<file path="src/ps2mct_pkg.sv">
// ----------------------------------------------------------------------------
// ps2mct_pkg
// shared types and constants of the mouse packet cursor tracker
// ----------------------------------------------------------------------------
package ps2mct_pkg;

  localparam int POS_BITS   = 12;
  localparam int TEXT_COLS  = 80;
  localparam int TEXT_ROWS  = 25;

  localparam int COL_W      = 7;
  localparam int ROW_W      = 5;
  localparam int CFG_IDX_W  = 3;
  localparam int CFG_DATA_W = 13;
  localparam int SENS_W     = 9;
  localparam int SIZE_W     = 13;
  localparam int WHEEL_W    = 32;
  localparam int BTN_W      = 5;
  localparam int LIM_W      = (SIZE_W > POS_BITS) ? SIZE_W : POS_BITS;
  localparam int SUM_W      = POS_BITS + 2;

  localparam logic [POS_BITS-1:0] POS_MAX = '1;

  localparam int SENS_MIN     = 25;
  localparam int SENS_MAX     = 400;
  localparam int SENS_RESET   = 100;
  localparam int TEXT_X_LIMIT = 639;
  localparam int TEXT_Y_LIMIT = 399;
  localparam int X_RESET      = 320;
  localparam int Y_RESET      = 200;
  localparam int WIDTH_RESET  = 640;
  localparam int HEIGHT_RESET = 400;

  // divide by 100 as multiply by reciprocal, exact for magnitudes below 2^16
  localparam int MAG_W       = 16;
  localparam int RECIP_W     = 17;
  localparam int RECIP_SHIFT = 23;
  localparam int RECIP       = 83887;
  localparam int PROD_W      = MAG_W + RECIP_W;
  localparam int QUO_W       = 10;
  localparam int QUO_MAX     = (SENS_MAX * 128) / 100;

  typedef enum logic [1:0] {
    OP_PS2       = 2'd0,
    OP_USB       = 2'd1,
    OP_WHEEL_CLR = 2'd2,
    OP_NONE      = 2'd3
  } op_t;

  localparam logic [CFG_IDX_W-1:0] CFG_WHEEL_MODE    = 3'd0;
  localparam logic [CFG_IDX_W-1:0] CFG_FIVE_BUTTON   = 3'd1;
  localparam logic [CFG_IDX_W-1:0] CFG_SENSITIVITY   = 3'd2;
  localparam logic [CFG_IDX_W-1:0] CFG_GRAPHICS_MODE = 3'd3;
  localparam logic [CFG_IDX_W-1:0] CFG_SCREEN_WIDTH  = 3'd4;
  localparam logic [CFG_IDX_W-1:0] CFG_SCREEN_HEIGHT = 3'd5;

  typedef struct packed {
    logic              upd;
    logic              move;
    logic              set_btn;
    logic [BTN_W-1:0]  btn;
    logic              clear;
    logic signed [7:0] wheel;
  } cmd_t;

endpackage

</file>
<file path="src/ps2mct_if.sv">
// ----------------------------------------------------------------------------
// ps2mct interfaces
// request, result and configuration channels of the cursor tracker
// ----------------------------------------------------------------------------
interface ps2mct_req_if;
  logic              valid;
  logic              ready;
  logic [1:0]        operation;
  logic [7:0]        ps2_byte;
  logic signed [7:0] usb_dx;
  logic signed [7:0] usb_dy;
  logic signed [7:0] usb_wheel;
  logic [7:0]        usb_buttons;

  modport source (
    output valid, operation, ps2_byte, usb_dx, usb_dy, usb_wheel, usb_buttons,
    input  ready
  );
  modport sink (
    input  valid, operation, ps2_byte, usb_dx, usb_dy, usb_wheel, usb_buttons,
    output ready
  );
endinterface

interface ps2mct_rsp_if;
  logic                                      valid;
  logic                                      ready;
  logic                                      position_updated;
  logic [ps2mct_pkg::POS_BITS-1:0]           x_position;
  logic [ps2mct_pkg::POS_BITS-1:0]           y_position;
  logic [ps2mct_pkg::BTN_W-1:0]              button_state;
  logic signed [ps2mct_pkg::WHEEL_W-1:0]     wheel_sum;
  logic [ps2mct_pkg::COL_W-1:0]              text_column;
  logic [ps2mct_pkg::ROW_W-1:0]              text_row;

  modport source (
    output valid, position_updated, x_position, y_position, button_state,
           wheel_sum, text_column, text_row,
    input  ready
  );
  modport sink (
    input  valid, position_updated, x_position, y_position, button_state,
           wheel_sum, text_column, text_row,
    output ready
  );
endinterface

interface ps2mct_cfg_if;
  logic                                  valid;
  logic                                  ready;
  logic [ps2mct_pkg::CFG_IDX_W-1:0]      index;
  logic [ps2mct_pkg::CFG_DATA_W-1:0]     data;

  modport source (output valid, index, data, input ready);
  modport sink   (input valid, index, data, output ready);
endinterface

</file>
<file path="src/ps2_mouse_packet_cursor_tracker.sv">
// ----------------------------------------------------------------------------
// ps2_mouse_packet_cursor_tracker
// assembles ps/2 mouse packets, applies ps/2 and usb movement to a clamped
// cursor, tracks buttons and a wheel total, reports the text cell
// ----------------------------------------------------------------------------
//  channel  direction  carries
//  req      in         operation, ps2_byte, usb_dx, usb_dy, usb_wheel, usb_buttons
//  rsp      out        position_updated, x/y position, buttons, wheel, text cell
//  cfg      in         register index and write data, always ready
//
//  one transaction per cycle sustained while results are taken; each result
//  passes stages a to d: packet assembly, delta times sensitivity, reciprocal
//  divide by 100, cursor add and clamp into the result register
//  synchronous reset, no clearing pass
//  a stalled result holds the pipe back one stage at a time through the valid
//  bits, so bubbles ahead of it still take new requests
// ----------------------------------------------------------------------------
module ps2_mouse_packet_cursor_tracker (
  input  logic          clk,
  input  logic          rst,
  ps2mct_req_if.sink    req,
  ps2mct_rsp_if.source  rsp,
  ps2mct_cfg_if.sink    cfg
);

  localparam int PB = ps2mct_pkg::POS_BITS;

  // configuration
  logic                               wheel_mode;
  logic                               five_button_mode;
  logic [ps2mct_pkg::SENS_W-1:0]      sensitivity_percent;
  logic                               graphics_mode;
  logic [ps2mct_pkg::SIZE_W-1:0]      screen_width;
  logic [ps2mct_pkg::SIZE_W-1:0]      screen_height;

  assign cfg.ready = 1'b1;

  always_ff @(posedge clk) begin
    if (rst) begin
      wheel_mode          <= 1'b0;
      five_button_mode    <= 1'b0;
      sensitivity_percent <= ps2mct_pkg::SENS_W'(ps2mct_pkg::SENS_RESET);
      graphics_mode       <= 1'b0;
      screen_width        <= ps2mct_pkg::SIZE_W'(ps2mct_pkg::WIDTH_RESET);
      screen_height       <= ps2mct_pkg::SIZE_W'(ps2mct_pkg::HEIGHT_RESET);
    end else if (cfg.valid) begin
      unique case (cfg.index)
        ps2mct_pkg::CFG_WHEEL_MODE:    wheel_mode          <= cfg.data[0];
        ps2mct_pkg::CFG_FIVE_BUTTON:   five_button_mode    <= cfg.data[0];
        ps2mct_pkg::CFG_SENSITIVITY:   sensitivity_percent <= cfg.data[ps2mct_pkg::SENS_W-1:0];
        ps2mct_pkg::CFG_GRAPHICS_MODE: graphics_mode       <= cfg.data[0];
        ps2mct_pkg::CFG_SCREEN_WIDTH:  screen_width        <= cfg.data[ps2mct_pkg::SIZE_W-1:0];
        ps2mct_pkg::CFG_SCREEN_HEIGHT: screen_height       <= cfg.data[ps2mct_pkg::SIZE_W-1:0];
        default: ;
      endcase
    end
  end

  // clamp limits, derived from configuration through a register
  logic [PB-1:0]                  lim_x;
  logic [PB-1:0]                  lim_y;
  logic [PB-1:0]                  lim_x_next;
  logic [PB-1:0]                  lim_y_next;
  logic [ps2mct_pkg::LIM_W-1:0]   w_m1;
  logic [ps2mct_pkg::LIM_W-1:0]   h_m1;

  always_comb begin
    w_m1 = (screen_width == '0) ? '0
         : ps2mct_pkg::LIM_W'(screen_width) - ps2mct_pkg::LIM_W'(1);
    h_m1 = (screen_height == '0) ? '0
         : ps2mct_pkg::LIM_W'(screen_height) - ps2mct_pkg::LIM_W'(1);
    if (!graphics_mode) begin
      lim_x_next = PB'(ps2mct_pkg::TEXT_X_LIMIT);
      lim_y_next = PB'(ps2mct_pkg::TEXT_Y_LIMIT);
    end else begin
      lim_x_next = (w_m1 > ps2mct_pkg::LIM_W'(ps2mct_pkg::POS_MAX))
                 ? ps2mct_pkg::POS_MAX : w_m1[PB-1:0];
      lim_y_next = (h_m1 > ps2mct_pkg::LIM_W'(ps2mct_pkg::POS_MAX))
                 ? ps2mct_pkg::POS_MAX : h_m1[PB-1:0];
    end
  end

  always_ff @(posedge clk) begin
    lim_x <= lim_x_next;
    lim_y <= lim_y_next;
  end

  // handshake chain
  logic a_v, b_v, c_v, d_v;
  logic rdy_a, rdy_b, rdy_c, rdy_d;
  logic acc;
  logic load_d;

  assign rdy_d     = !d_v || rsp.ready;
  assign rdy_c     = !c_v || rdy_d;
  assign rdy_b     = !b_v || rdy_c;
  assign rdy_a     = !a_v || rdy_b;
  assign req.ready = rdy_a;
  assign acc       = req.valid && rdy_a;
  assign load_d    = c_v && rdy_d;

  always_ff @(posedge clk) begin
    if (rst) begin
      a_v <= 1'b0;
      b_v <= 1'b0;
      c_v <= 1'b0;
      d_v <= 1'b0;
    end else begin
      if (rdy_a) a_v <= req.valid;
      if (rdy_b) b_v <= a_v;
      if (rdy_c) c_v <= b_v;
      if (rdy_d) d_v <= c_v;
    end
  end

  // packet assembly at request time
  logic [1:0]        byte_pos;
  logic [1:0]        byte_pos_next;
  logic [7:0]        pkt [3];
  logic              store_en;
  logic              complete;
  ps2mct_pkg::cmd_t  cmd_in;
  logic signed [7:0] dx_in;
  logic signed [7:0] dy_in;

  assign complete = (byte_pos == 2'd3) || ((byte_pos == 2'd2) && !wheel_mode);

  always_comb begin
    cmd_in        = '0;
    dx_in         = '0;
    dy_in         = '0;
    store_en      = 1'b0;
    byte_pos_next = byte_pos;
    unique case (ps2mct_pkg::op_t'(req.operation))
      ps2mct_pkg::OP_PS2: begin
        if (!((byte_pos == 2'd0) && !req.ps2_byte[3])) begin
          if (!complete) begin
            store_en      = 1'b1;
            byte_pos_next = byte_pos + 2'd1;
          end else begin
            store_en       = (byte_pos != 2'd3);
            byte_pos_next  = 2'd0;
            cmd_in.upd     = 1'b1;
            cmd_in.move    = 1'b1;
            cmd_in.set_btn = 1'b1;
            cmd_in.btn     = {2'b00, pkt[0][2:0]};
            if (wheel_mode && (byte_pos == 2'd3)) begin
              cmd_in.wheel = {{4{req.ps2_byte[3]}}, req.ps2_byte[3:0]};
              if (five_button_mode) begin
                cmd_in.btn[3] = req.ps2_byte[4];
                cmd_in.btn[4] = req.ps2_byte[5];
              end
            end
            dx_in = pkt[1];
            dy_in = (byte_pos == 2'd2) ? req.ps2_byte : pkt[2];
          end
        end
      end
      ps2mct_pkg::OP_USB: begin
        cmd_in.upd     = 1'b1;
        cmd_in.move    = 1'b1;
        cmd_in.set_btn = 1'b1;
        cmd_in.btn     = {2'b00, req.usb_buttons[2:0]};
        cmd_in.wheel   = req.usb_wheel;
        dx_in          = req.usb_dx;
        dy_in          = req.usb_dy;
      end
      ps2mct_pkg::OP_WHEEL_CLR: begin
        cmd_in.clear = 1'b1;
      end
      default: ;
    endcase
  end

  always_ff @(posedge clk) begin
    if (rst) begin
      byte_pos <= 2'd0;
    end else if (acc) begin
      byte_pos <= byte_pos_next;
    end
  end

  always_ff @(posedge clk) begin
    if (acc && store_en) begin
      pkt[byte_pos] <= req.ps2_byte;
    end
  end

  // stage a: decoded transaction
  ps2mct_pkg::cmd_t  a_cmd;
  logic signed [7:0] a_dx;
  logic signed [7:0] a_dy;

  always_ff @(posedge clk) begin
    if (rdy_a) begin
      a_cmd <= cmd_in;
      a_dx  <= dx_in;
      a_dy  <= dy_in;
    end
  end

  // stage b: magnitude times sensitivity
  logic [ps2mct_pkg::SENS_W-1:0] s_sat;
  logic [7:0]                    ax;
  logic [7:0]                    ay;
  logic [16:0]                   px;
  logic [16:0]                   py;
  ps2mct_pkg::cmd_t              b_cmd;
  logic                          b_sx;
  logic                          b_sy;
  logic [ps2mct_pkg::MAG_W-1:0]  b_mx;
  logic [ps2mct_pkg::MAG_W-1:0]  b_my;

  always_comb begin
    if (sensitivity_percent < ps2mct_pkg::SENS_W'(ps2mct_pkg::SENS_MIN)) begin
      s_sat = ps2mct_pkg::SENS_W'(ps2mct_pkg::SENS_MIN);
    end else if (sensitivity_percent > ps2mct_pkg::SENS_W'(ps2mct_pkg::SENS_MAX)) begin
      s_sat = ps2mct_pkg::SENS_W'(ps2mct_pkg::SENS_MAX);
    end else begin
      s_sat = sensitivity_percent;
    end
    ax = a_dx[7] ? 8'(-a_dx) : 8'(a_dx);
    ay = a_dy[7] ? 8'(-a_dy) : 8'(a_dy);
    px = {9'b0, ax} * {8'b0, s_sat};
    py = {9'b0, ay} * {8'b0, s_sat};
  end

  always_ff @(posedge clk) begin
    if (rdy_b) begin
      b_cmd <= a_cmd;
      b_sx  <= a_dx[7];
      b_sy  <= a_dy[7];
      b_mx  <= px[ps2mct_pkg::MAG_W-1:0];
      b_my  <= py[ps2mct_pkg::MAG_W-1:0];
    end
  end

  // stage c: divide by 100
  logic [ps2mct_pkg::PROD_W-1:0] qpx;
  logic [ps2mct_pkg::PROD_W-1:0] qpy;
  ps2mct_pkg::cmd_t              c_cmd;
  logic                          c_sx;
  logic                          c_sy;
  logic [ps2mct_pkg::QUO_W-1:0]  c_qx;
  logic [ps2mct_pkg::QUO_W-1:0]  c_qy;

  always_comb begin
    qpx = {{ps2mct_pkg::RECIP_W{1'b0}}, b_mx}
        * ps2mct_pkg::PROD_W'(ps2mct_pkg::RECIP);
    qpy = {{ps2mct_pkg::RECIP_W{1'b0}}, b_my}
        * ps2mct_pkg::PROD_W'(ps2mct_pkg::RECIP);
  end

  always_ff @(posedge clk) begin
    if (rdy_c) begin
      c_cmd <= b_cmd;
      c_sx  <= b_sx;
      c_sy  <= b_sy;
      c_qx  <= qpx[ps2mct_pkg::RECIP_SHIFT +: ps2mct_pkg::QUO_W];
      c_qy  <= qpy[ps2mct_pkg::RECIP_SHIFT +: ps2mct_pkg::QUO_W];
    end
  end

  // stage d: cursor, buttons, wheel and result
  logic [PB-1:0]                      cursor_x;
  logic [PB-1:0]                      cursor_y;
  logic [ps2mct_pkg::BTN_W-1:0]       buttons_held;
  logic [ps2mct_pkg::WHEEL_W-1:0]     wheel_accum;

  logic signed [ps2mct_pkg::QUO_W:0]  dxs;
  logic signed [ps2mct_pkg::QUO_W:0]  dys;
  logic signed [ps2mct_pkg::SUM_W-1:0] sum_x;
  logic signed [ps2mct_pkg::SUM_W-1:0] sum_y;
  logic [PB-1:0]                      clamp_x;
  logic [PB-1:0]                      clamp_y;
  logic [PB-1:0]                      cursor_x_next;
  logic [PB-1:0]                      cursor_y_next;
  logic [ps2mct_pkg::BTN_W-1:0]       buttons_held_next;
  logic [ps2mct_pkg::WHEEL_W-1:0]     wheel_out;
  logic [ps2mct_pkg::WHEEL_W-1:0]     wheel_accum_next;
  logic [PB-4:0]                      col_raw;
  logic [PB-5:0]                      row_raw;
  logic [ps2mct_pkg::COL_W-1:0]       col_next;
  logic [ps2mct_pkg::ROW_W-1:0]       row_next;

  always_comb begin
    dxs = c_sx ? -$signed({1'b0, c_qx}) : $signed({1'b0, c_qx});
    dys = c_sy ? -$signed({1'b0, c_qy}) : $signed({1'b0, c_qy});
    sum_x = $signed({2'b00, cursor_x}) + ps2mct_pkg::SUM_W'(dxs);
    sum_y = $signed({2'b00, cursor_y}) - ps2mct_pkg::SUM_W'(dys);

    if (sum_x < 0) begin
      clamp_x = '0;
    end else if (sum_x > $signed({2'b00, lim_x})) begin
      clamp_x = lim_x;
    end else begin
      clamp_x = sum_x[PB-1:0];
    end
    if (sum_y < 0) begin
      clamp_y = '0;
    end else if (sum_y > $signed({2'b00, lim_y})) begin
      clamp_y = lim_y;
    end else begin
      clamp_y = sum_y[PB-1:0];
    end

    cursor_x_next     = c_cmd.move ? clamp_x : cursor_x;
    cursor_y_next     = c_cmd.move ? clamp_y : cursor_y;
    buttons_held_next = c_cmd.set_btn ? c_cmd.btn : buttons_held;
    wheel_out         = wheel_accum + ps2mct_pkg::WHEEL_W'(c_cmd.wheel);
    wheel_accum_next  = c_cmd.clear ? '0 : wheel_out;

    // cell size 8 by 16 pixels
    col_raw  = cursor_x_next[PB-1:3];
    row_raw  = cursor_y_next[PB-1:4];
    col_next = (int'(col_raw) > ps2mct_pkg::TEXT_COLS - 1)
             ? ps2mct_pkg::COL_W'(ps2mct_pkg::TEXT_COLS - 1)
             : ps2mct_pkg::COL_W'(col_raw);
    row_next = (int'(row_raw) > ps2mct_pkg::TEXT_ROWS - 1)
             ? ps2mct_pkg::ROW_W'(ps2mct_pkg::TEXT_ROWS - 1)
             : ps2mct_pkg::ROW_W'(row_raw);
  end

  always_ff @(posedge clk) begin
    if (rst) begin
      cursor_x     <= PB'(ps2mct_pkg::X_RESET);
      cursor_y     <= PB'(ps2mct_pkg::Y_RESET);
      buttons_held <= '0;
      wheel_accum  <= '0;
    end else if (load_d) begin
      cursor_x     <= cursor_x_next;
      cursor_y     <= cursor_y_next;
      buttons_held <= buttons_held_next;
      wheel_accum  <= wheel_accum_next;
    end
  end

  logic                               d_upd;
  logic [PB-1:0]                      d_x;
  logic [PB-1:0]                      d_y;
  logic [ps2mct_pkg::BTN_W-1:0]       d_btn;
  logic [ps2mct_pkg::WHEEL_W-1:0]     d_wheel;
  logic [ps2mct_pkg::COL_W-1:0]       d_col;
  logic [ps2mct_pkg::ROW_W-1:0]       d_row;

  always_ff @(posedge clk) begin
    if (load_d) begin
      d_upd   <= c_cmd.upd;
      d_x     <= cursor_x_next;
      d_y     <= cursor_y_next;
      d_btn   <= buttons_held_next;
      d_wheel <= wheel_out;
      d_col   <= col_next;
      d_row   <= row_next;
    end
  end

  assign rsp.valid            = d_v;
  assign rsp.position_updated = d_upd;
  assign rsp.x_position       = d_x;
  assign rsp.y_position       = d_y;
  assign rsp.button_state     = d_btn;
  assign rsp.wheel_sum        = $signed(d_wheel);
  assign rsp.text_column      = d_col;
  assign rsp.text_row         = d_row;

`ifndef ASSERT_OFF
  a_no_move_holds_cursor: assert property (@(posedge clk) disable iff (rst)
    (load_d && !c_cmd.move) |=> ($stable(cursor_x) && $stable(cursor_y)))
    else $error("cursor changed on a transaction without movement");

  a_quotient_range: assert property (@(posedge clk) disable iff (rst)
    c_v |-> ((c_qx <= ps2mct_pkg::QUO_W'(ps2mct_pkg::QUO_MAX))
          && (c_qy <= ps2mct_pkg::QUO_W'(ps2mct_pkg::QUO_MAX))))
    else $error("scaled delta out of range");

  a_wheel_cleared: assert property (@(posedge clk) disable iff (rst)
    (load_d && c_cmd.clear) |=> (wheel_accum == '0))
    else $error("wheel total not cleared");

  a_packet_restart: assert property (@(posedge clk) disable iff (rst)
    (acc && (req.operation == ps2mct_pkg::OP_PS2) && complete) |=> (byte_pos == 2'd0))
    else $error("byte position not reset after packet end");
`endif

endmodule
</file>
<file path="src/flat_wrapper.sv">
// flat-port wrapper written by rule: the top's interface ports become plain ports
module ps2_mouse_packet_cursor_tracker_flat 
  (clk, rst, req_valid, req_operation, req_ps2_byte, req_usb_dx, req_usb_dy, req_usb_wheel, req_usb_buttons, req_ready, rsp_valid, rsp_position_updated, rsp_x_position, rsp_y_position, rsp_button_state, rsp_wheel_sum, rsp_text_column, rsp_text_row, rsp_ready, cfg_valid, cfg_index, cfg_data, cfg_ready);
  ps2mct_req_if req_i ();
  ps2mct_rsp_if rsp_i ();
  ps2mct_cfg_if cfg_i ();
  input  logic clk;
  input  logic rst;
  input wire logic [$bits(req_i.valid)-1:0] req_valid;
  input wire logic [$bits(req_i.operation)-1:0] req_operation;
  input wire logic [$bits(req_i.ps2_byte)-1:0] req_ps2_byte;
  input wire logic [$bits(req_i.usb_dx)-1:0] req_usb_dx;
  input wire logic [$bits(req_i.usb_dy)-1:0] req_usb_dy;
  input wire logic [$bits(req_i.usb_wheel)-1:0] req_usb_wheel;
  input wire logic [$bits(req_i.usb_buttons)-1:0] req_usb_buttons;
  output wire logic [$bits(req_i.ready)-1:0] req_ready;
  output wire logic [$bits(rsp_i.valid)-1:0] rsp_valid;
  output wire logic [$bits(rsp_i.position_updated)-1:0] rsp_position_updated;
  output wire logic [$bits(rsp_i.x_position)-1:0] rsp_x_position;
  output wire logic [$bits(rsp_i.y_position)-1:0] rsp_y_position;
  output wire logic [$bits(rsp_i.button_state)-1:0] rsp_button_state;
  output wire logic [$bits(rsp_i.wheel_sum)-1:0] rsp_wheel_sum;
  output wire logic [$bits(rsp_i.text_column)-1:0] rsp_text_column;
  output wire logic [$bits(rsp_i.text_row)-1:0] rsp_text_row;
  input wire logic [$bits(rsp_i.ready)-1:0] rsp_ready;
  input wire logic [$bits(cfg_i.valid)-1:0] cfg_valid;
  input wire logic [$bits(cfg_i.index)-1:0] cfg_index;
  input wire logic [$bits(cfg_i.data)-1:0] cfg_data;
  output wire logic [$bits(cfg_i.ready)-1:0] cfg_ready;
  assign req_i.valid = req_valid;
  assign req_i.operation = req_operation;
  assign req_i.ps2_byte = req_ps2_byte;
  assign req_i.usb_dx = req_usb_dx;
  assign req_i.usb_dy = req_usb_dy;
  assign req_i.usb_wheel = req_usb_wheel;
  assign req_i.usb_buttons = req_usb_buttons;
  assign req_ready = req_i.ready;
  assign rsp_valid = rsp_i.valid;
  assign rsp_position_updated = rsp_i.position_updated;
  assign rsp_x_position = rsp_i.x_position;
  assign rsp_y_position = rsp_i.y_position;
  assign rsp_button_state = rsp_i.button_state;
  assign rsp_wheel_sum = rsp_i.wheel_sum;
  assign rsp_text_column = rsp_i.text_column;
  assign rsp_text_row = rsp_i.text_row;
  assign rsp_i.ready = rsp_ready;
  assign cfg_i.valid = cfg_valid;
  assign cfg_i.index = cfg_index;
  assign cfg_i.data = cfg_data;
  assign cfg_ready = cfg_i.ready;
  ps2_mouse_packet_cursor_tracker u_core (.clk(clk), .rst(rst), .req(req_i), .rsp(rsp_i), .cfg(cfg_i));
endmodule
</file>
<file path="config.mk">
export PLATFORM = sky130hd
export DESIGN_NAME = ps2_mouse_packet_cursor_tracker_flat
export DESIGN_NICKNAME = d
export VERILOG_FILES = /design/src/ps2mct_pkg.sv /design/src/ps2mct_if.sv /design/src/ps2_mouse_packet_cursor_tracker.sv /design/src/flat_wrapper.sv
export SDC_FILE = /design/constraint.sdc
export NUM_CORES = 2
export LEC_CHECK = 0
export CORE_MARGIN = 2
export CORE_UTILIZATION = 65
export CTS_CLUSTER_DIAMETER = 40
export DETAILED_ROUTE_END_ITERATION = 10
export DONT_BUFFER_PORTS = 1
export GPL_TIMING_DRIVEN = 0
export HOLD_SLACK_MARGIN = 0.06
export PLACE_DENSITY = 0.84
export SLEW_MARGIN = 10
export SYNTH_ARGS = -nofsm -noshare
export SYNTH_HDL_FRONTEND = slang
export SYNTH_SLANG_ARGS = --single-unit
</file>
<file path="constraint.sdc">
create_clock -name clk -period 17.4 [get_ports clk]
set_input_delay 1.74 -clock clk [delete_from_list [all_inputs] [get_ports clk]]
set_output_delay 1.74 -clock clk [all_outputs]
set_load 0.03 [all_outputs]
</file>
======== Word level (Yosys, flattened, before mapping) ========
Memories as Yosys holds them, arrays and structs flattened.
Cells that the tools add are included.
storage, ports and cells
  bits in registers ....................... 326
  logic and storage cells ................. 163
  memories ................................ 1
  input port bits ......................... 63
  RAM bits ................................ 24
memories
  name        depth  bits a word  rd ports  clocked after memory_dff  write ports  RTL line                                RTL
  u_core.pkt  3      8            3         0                         1            ps2_mouse_packet_cursor_tracker.sv:119  logic [7:0] pkt [3];
cells by class
  multipliers ............................. 4
  magnitude comparators ................... 10
  reductions and logical operators ........ 31
  equal/unequal tests ..................... 10
  add/sub/neg operators ................... 10
  bitwise operators ....................... 2
  multiplexer cells ....................... 41
operators with widths
  kind                                                                     number
  12-bit two-way mux                                                       8
  8-bit two-way mux                                                        12
  16-bit by 17-bit multiplier with 33-bit output (second input constant)   2
  8-bit one-hot mux with 2 select lines                                    4
  32-bit adder                                                             1
  8-bit by 9-bit multiplier with 16-bit output                             2
  32-bit two-way mux                                                       1
  14-bit by 13-bit > comparator with 1-bit output                          2
  14-bit by 1-bit < comparator with 1-bit output (second input constant)   2
  13-bit by 12-bit > comparator with 1-bit output (second input constant)  2
  13-bit logical NOT                                                       2
  13-bit two-way mux                                                       2
  13-bit by 1-bit subtractor with 13-bit output (second input constant)    2
  11-bit two-way mux                                                       2
  10-bit negation with 11-bit output                                       2
  9-bit two-way mux                                                        2
  8-bit negation                                                           2
  13-bit by 11-bit adder with 14-bit output                                1
  13-bit by 11-bit subtractor with 14-bit output                           1
  2-bit AND reduction                                                      6
  9-bit by 7-bit > comparator with 1-bit output (second input constant)    1
  9-bit > comparator (second input constant)                               1
  9-bit by 5-bit < comparator with 1-bit output (second input constant)    1
  8-bit by 5-bit > comparator with 1-bit output (second input constant)    1
  18 further kinds                                                         46

======== Logic depth before layout (Yosys ltp) ========
  depth in word-level cells ............... 9
  gate-level depth with buffers ........... 24
  mapped depth without buffers ............ 24

======== Worst setup path before layout ========
OpenSTA, ideal clock, no wires.
  path type ............................... reg-to-reg
  start point ............................. register u_core.b_mx[5] (netlist name)
  end point ............................... register u_core.c_qx[9] (netlist name), data pin
  buffers on the path ..................... 0
  required time ........................... 17.135 ns
  path slack .............................. 11.603 ns
  data arrival time ....................... 5.531 ns
  stages on the path, launching flop included .. 21
  cells stage by stage .................... edfxtp_1 > fa_1 > inv_1 > fa_1 > fa_1 > inv_1 > fa_1 > inv_1 > fa_1 > inv_1 > fa_1 > ha_1 > a21o_1 > a221oi_1 > o211ai_1 > a211oi_1 > a21oi_1 > nor3_1 > nor3b_1 > a221oi_1 > xnor2_1
on the way
  longest elaborated chain between the ends .. 1
RTL lines
  what                                            RTL line                                RTL
  start: declaration                              ps2_mouse_packet_cursor_tracker.sv:211  logic [ps2mct_pkg::MAG_W-1:0] b_mx;
  start signal: assignment                        ps2_mouse_packet_cursor_tracker.sv:233  b_mx <= px[ps2mct_pkg::MAG_W-1:0];
  16-bit by 17-bit multiplier with 33-bit output  ps2_mouse_packet_cursor_tracker.sv:249  * ps2mct_pkg::PROD_W'(ps2mct_pkg::RECIP);
  net u_core.qpx, one bit                         ps2_mouse_packet_cursor_tracker.sv:239  logic [ps2mct_pkg::PROD_W-1:0] qpx;
  end signal: assignment                          ps2_mouse_packet_cursor_tracker.sv:259  c_qx <= qpx[ps2mct_pkg::RECIP_SHIFT +: ps2mct_pkg::QUO_W];
  end: declaration                                ps2_mouse_packet_cursor_tracker.sv:244  logic [ps2mct_pkg::QUO_W-1:0] c_qx;
The timed path passes the listed nets, and every way through them passes these cells.
A chain may end at the register's enable or synchronous reset.

======== Worst setup path in the final report ========
  start point ............................. register u_core.b_mx[8] (netlist name)
  end point ............................... register u_core.c_qx[9] (netlist name), data pin
Same word-level chain as after synthesis.

==> results.md <==
* Outcome: completed
* Flops & latches, synth at 339
* Area leader, netlist: edfxtp_1
* Total CTS buffers at 46
* DRC viols at 0
* Leak at 15.9 nW
* Largest net degree at the start of global routing at 70
* Global route overflow at 0
* Post-synth EDFFs at 210
* Yosys top cell area share at 20.8%
* Tmin final at 6780 ps
* Initial antenna violation count at 0
* HP Class: flop to flop
* Ranking of synthesized cells by area: edfxtp_1, fa_1, ha_1
* CTS Buffer Depth at 3
* Die Wd at between 200 and 250 um
* Iter 0 DRT Violations at 1787
* Unrepaired setup endpoints after global routing: no
* Hold Path Origin: u_core.a_cmd[7]
* Mapped Nets at 3749
* First-pass GRT wire length at 118 mm
* Max frequency at 0.147 GHz
* Detail Placement HPWL at around 59 mm
* Reg clk slew, reported paths at 60 ps
* Crit share post-route at 39.0%
* CTS sink count at 339
* CTS tree: built
* Multi-input gate area at 19200 um2
* Relative slew slack at 14.5%
* Setup Buffers After CTS at 0
* Cell count of the worst reg-to-reg path at 20
* Number of global-route vias before repair at 23.0k
* Row Count at 79
* Final wirelength at between 70 and 80 mm
* Drt first pass iters at 6
* Setup Skew at 32.3 ps
* Nets at 3802
* Synthesized area per cell at 10.2 um2
* Max Slew Vio Count at 0
* Diodes inserted at 0
* # setup viols final at 0
* WP data arrival at 7100 ps
* DIE HEIGHT at approximately 220 um
* Crit-path max FO at 7
* Share of cells above drive strength 1 at 4.18%
* Wirelength per Cell at about 20 um
* Remaining antenna violation count at 0
* Placed Cells at 3586
* Clk root buf: clkbuf_16
* Final Non-Filler Cells at 3672
* CTS resizes at 0
* CP endpoint kind: flop
* Yosys warns at 0
* Critical path class: flop to flop
* Clk_lat worst skew at approximately 590 ps
* Routability Congestion at 0.964
* Cell count after synthesis at slightly below 3k
* Power per cell area at ~170 nW/um2
* Sequential element share of the synthesized area at ~29%
* Count of input and output buffers at 0
* Area delta synth->final at 8.45%
* Core Box Area at 46300 um2
* Starting Density at 65.5%
* Total negative slack at 0 ps
* DR vias at between 20k and 25k
* CP startpoint kind: flop
* Area occupied by registers at 8890 um2
* R2r setup slk at 10620 ps
* Hold endpoint: u_core.b_cmd[7]
* Overall Global Routing Usage at 31.1%
* Max Cap Violations at 0
* Die Area at around 48000 um2
* Worst hold path cell count at 0
* Synth cell types at 86
* Ys async rst share at 0%
* Vias per cell at 6.02
* Core Util, Final at 71.0%
* Final hold vios at 0
* CP required at 17720 ps
* Ports at 140
* Capture point of the worst reg-to-reg path: u_core.c_qx[9]
* Layout fillers at 3321
* Mapped cell area at 30300 um2
* Most used DFF post-synth: edfxtp_1
* Max VDD drop at ~0.17 mV
* RR Startpoint: u_core.b_mx[8]
* Clock H-tree levels at 2
* Worst Max-Slew Pin Slew at 1280 ps
* Hold-fix buffer count after cts at 0
[how the worst max path moves through the flow]
| stage | startpoint | end | slack (ps) | cells after the start |
|---|---|---|---|---|
| floorplan | u_core.b_mx[5] | u_core.c_qx[9] | 11600 | 20 |
| global route | u_core.sensitivity_percent[1] | u_core.b_my[15] | 10160 | 24 |
| CTS | u_core.b_mx[8] | u_core.c_qx[9] | 10680 | 20 |
| finish | u_core.b_mx[8] | u_core.c_qx[9] | 10620 | 20 |
| global placement | u_core.b_mx[8] | u_core.c_qx[9] | 10840 | 20 |
| detailed placement | u_core.b_mx[8] | u_core.c_qx[9] | 10680 | 20 |
[state kept, by name (all words and copies together), names as in the netlist, 13 cells and up]
| signal | cells |
|---|---|
| u_core.rsp.wheel_sum | 32 |
| u_core.a_cmd | 15 |
| u_core.b_my | 16 |
| u_core.b_mx | 16 |
| u_core.pkt | 19 |
| u_core.wheel_accum | 32 |
| u_core.screen_height | 13 |
| u_core.b_cmd | 15 |
| u_core.screen_width | 13 |
| u_core.c_cmd | 15 |
[cell usage after synthesis (7+ instances only)]
cell type	count
inv_1	508
ha_1	433
fa_1	279
edfxtp_1	210
nand2_1	198
nor2_1	175
a21oi_1	135
dfxtp_1	129
xnor2_1	102
o21ai_0	100
clkbuf_1	55
a21o_1	50
nand3_1	43
xor2_1	38
nand2b_1	37
nor3_1	34
mux2i_1	33
nor2b_1	29
and2_1	28
o21a_1	26
a22oi_1	19
a211oi_1	17
or3_1	17
and3_1	16
nand4_1	15
o211ai_1	15
a22o_1	14
a31oi_1	13
o31ai_1	12
a21boi_0	11
nor3b_1	10
nor4_1	10
o22ai_1	10
a31o_2	8
o21bai_1	8
nand3b_1	7
o41ai_1	7
[where the power goes]
group / internal (mW) / leakage (nW) / switching, mW
sequential: 0.928 / 3.29 / 0.0689
clock: 0.637 / 0.804 / 0.382
combinational: 1.49 / 11.8 / 1.97
[final cells by class]
| type | instances | share of cell area [%] |
|---|---|---|
| Buffer | 66 | 0.880 |
| Clock buffer | 58 | 3.77 |
| Clock inverter | 28 | 1.36 |
| Inverter | 508 | 5.81 |
| Multi-Input combinational cell | 2061 | 58.5 |
| Sequential cell | 339 | 27.1 |
| Tap cell | 607 | 2.31 |
| Timing Repair Buffer | 5 | 0.274 |
[cells in the final DEF, fill, tap and decap left out, drive strengths merged, types with 10 or more instances in the layout]
| cell | n |
|---|---|
| a21boi | 11 |
| xnor2 | 102 |
| o31ai | 13 |
| o22ai | 10 |
| nor3 | 34 |
| o21a | 26 |
| nor2b | 29 |
| a31oi | 13 |
| nand2b | 38 |
| xor2 | 38 |
| fa | 279 |
| a22o | 15 |
| clkbuf | 114 |
| nand2 | 198 |
| o211ai | 15 |
| a211oi | 17 |
| or3 | 17 |
| nor3b | 10 |
| dfxtp | 129 |
| inv | 517 |
| a21oi | 135 |
| edfxtp | 210 |
| ha | 433 |
| buf | 15 |
| and3 | 17 |
| a22oi | 19 |
| and2 | 29 |
| nor2 | 177 |
| o21ai | 103 |
| a21o | 51 |
| mux2i | 33 |
| nor4 | 10 |
| nand4 | 15 |
| nand3 | 43 |
[metal layers]
metal	GRT usage, %	share of wire (%)
met4	10.6	3.2
met5	0	0
met1	40.5	41
met3	5.18	6.9
met2	52.9	48
[metrics by stage]
| step | hold slack [ps] | worst slack, ps | instance area, um2 | power (mW) |
|---|---|---|---|---|
| floorplan | 400 | 11600 | 30300 | 3.51 |
| CTS | 419 | 10680 | 32800 | 5.46 |
| global placement | 401 | 10840 | 31000 | 4.21 |
| detailed placement | 405 | 10680 | 31200 | 4.40 |
| global route | 426 | 10160 | 32800 | 6.00 |
| finish | 417 | 10620 | 32800 | 5.48 |
[critical path: stages, from the launching register on]
cell and delay (ps):
edfxtp_1 600, fa_1 690, inv_1 90, fa_1 560
inv_1 80, fa_1 520, inv_1 50, fa_1 490
fa_1 380, inv_1 90, fa_1 420, ha_1 320
a21o_1 170, a221oi_1 330, o211ai_1 160, a211oi_1 470
a21oi_1 210, nor3_1 300, nor3b_1 140, a221oi_1 330
xnor2_1 120
[logic make-up (layout without fill, tap and decap cells)]
group,Yosys count,count (layout),share of synthesized area [%]
muxes,40,40,1.35
other,1,1,0.0124
buffers and inverters,574,665,7.24
adders and majority gates,712,712,36.3
DFF,339,339,29.4
AOI/OAI and AO/OA,508,508,11.1
and+or+nand+nor,660,660,10.6
xor gates and xnor gates,140,140,4.05
(Power assumes the default switching activity.)
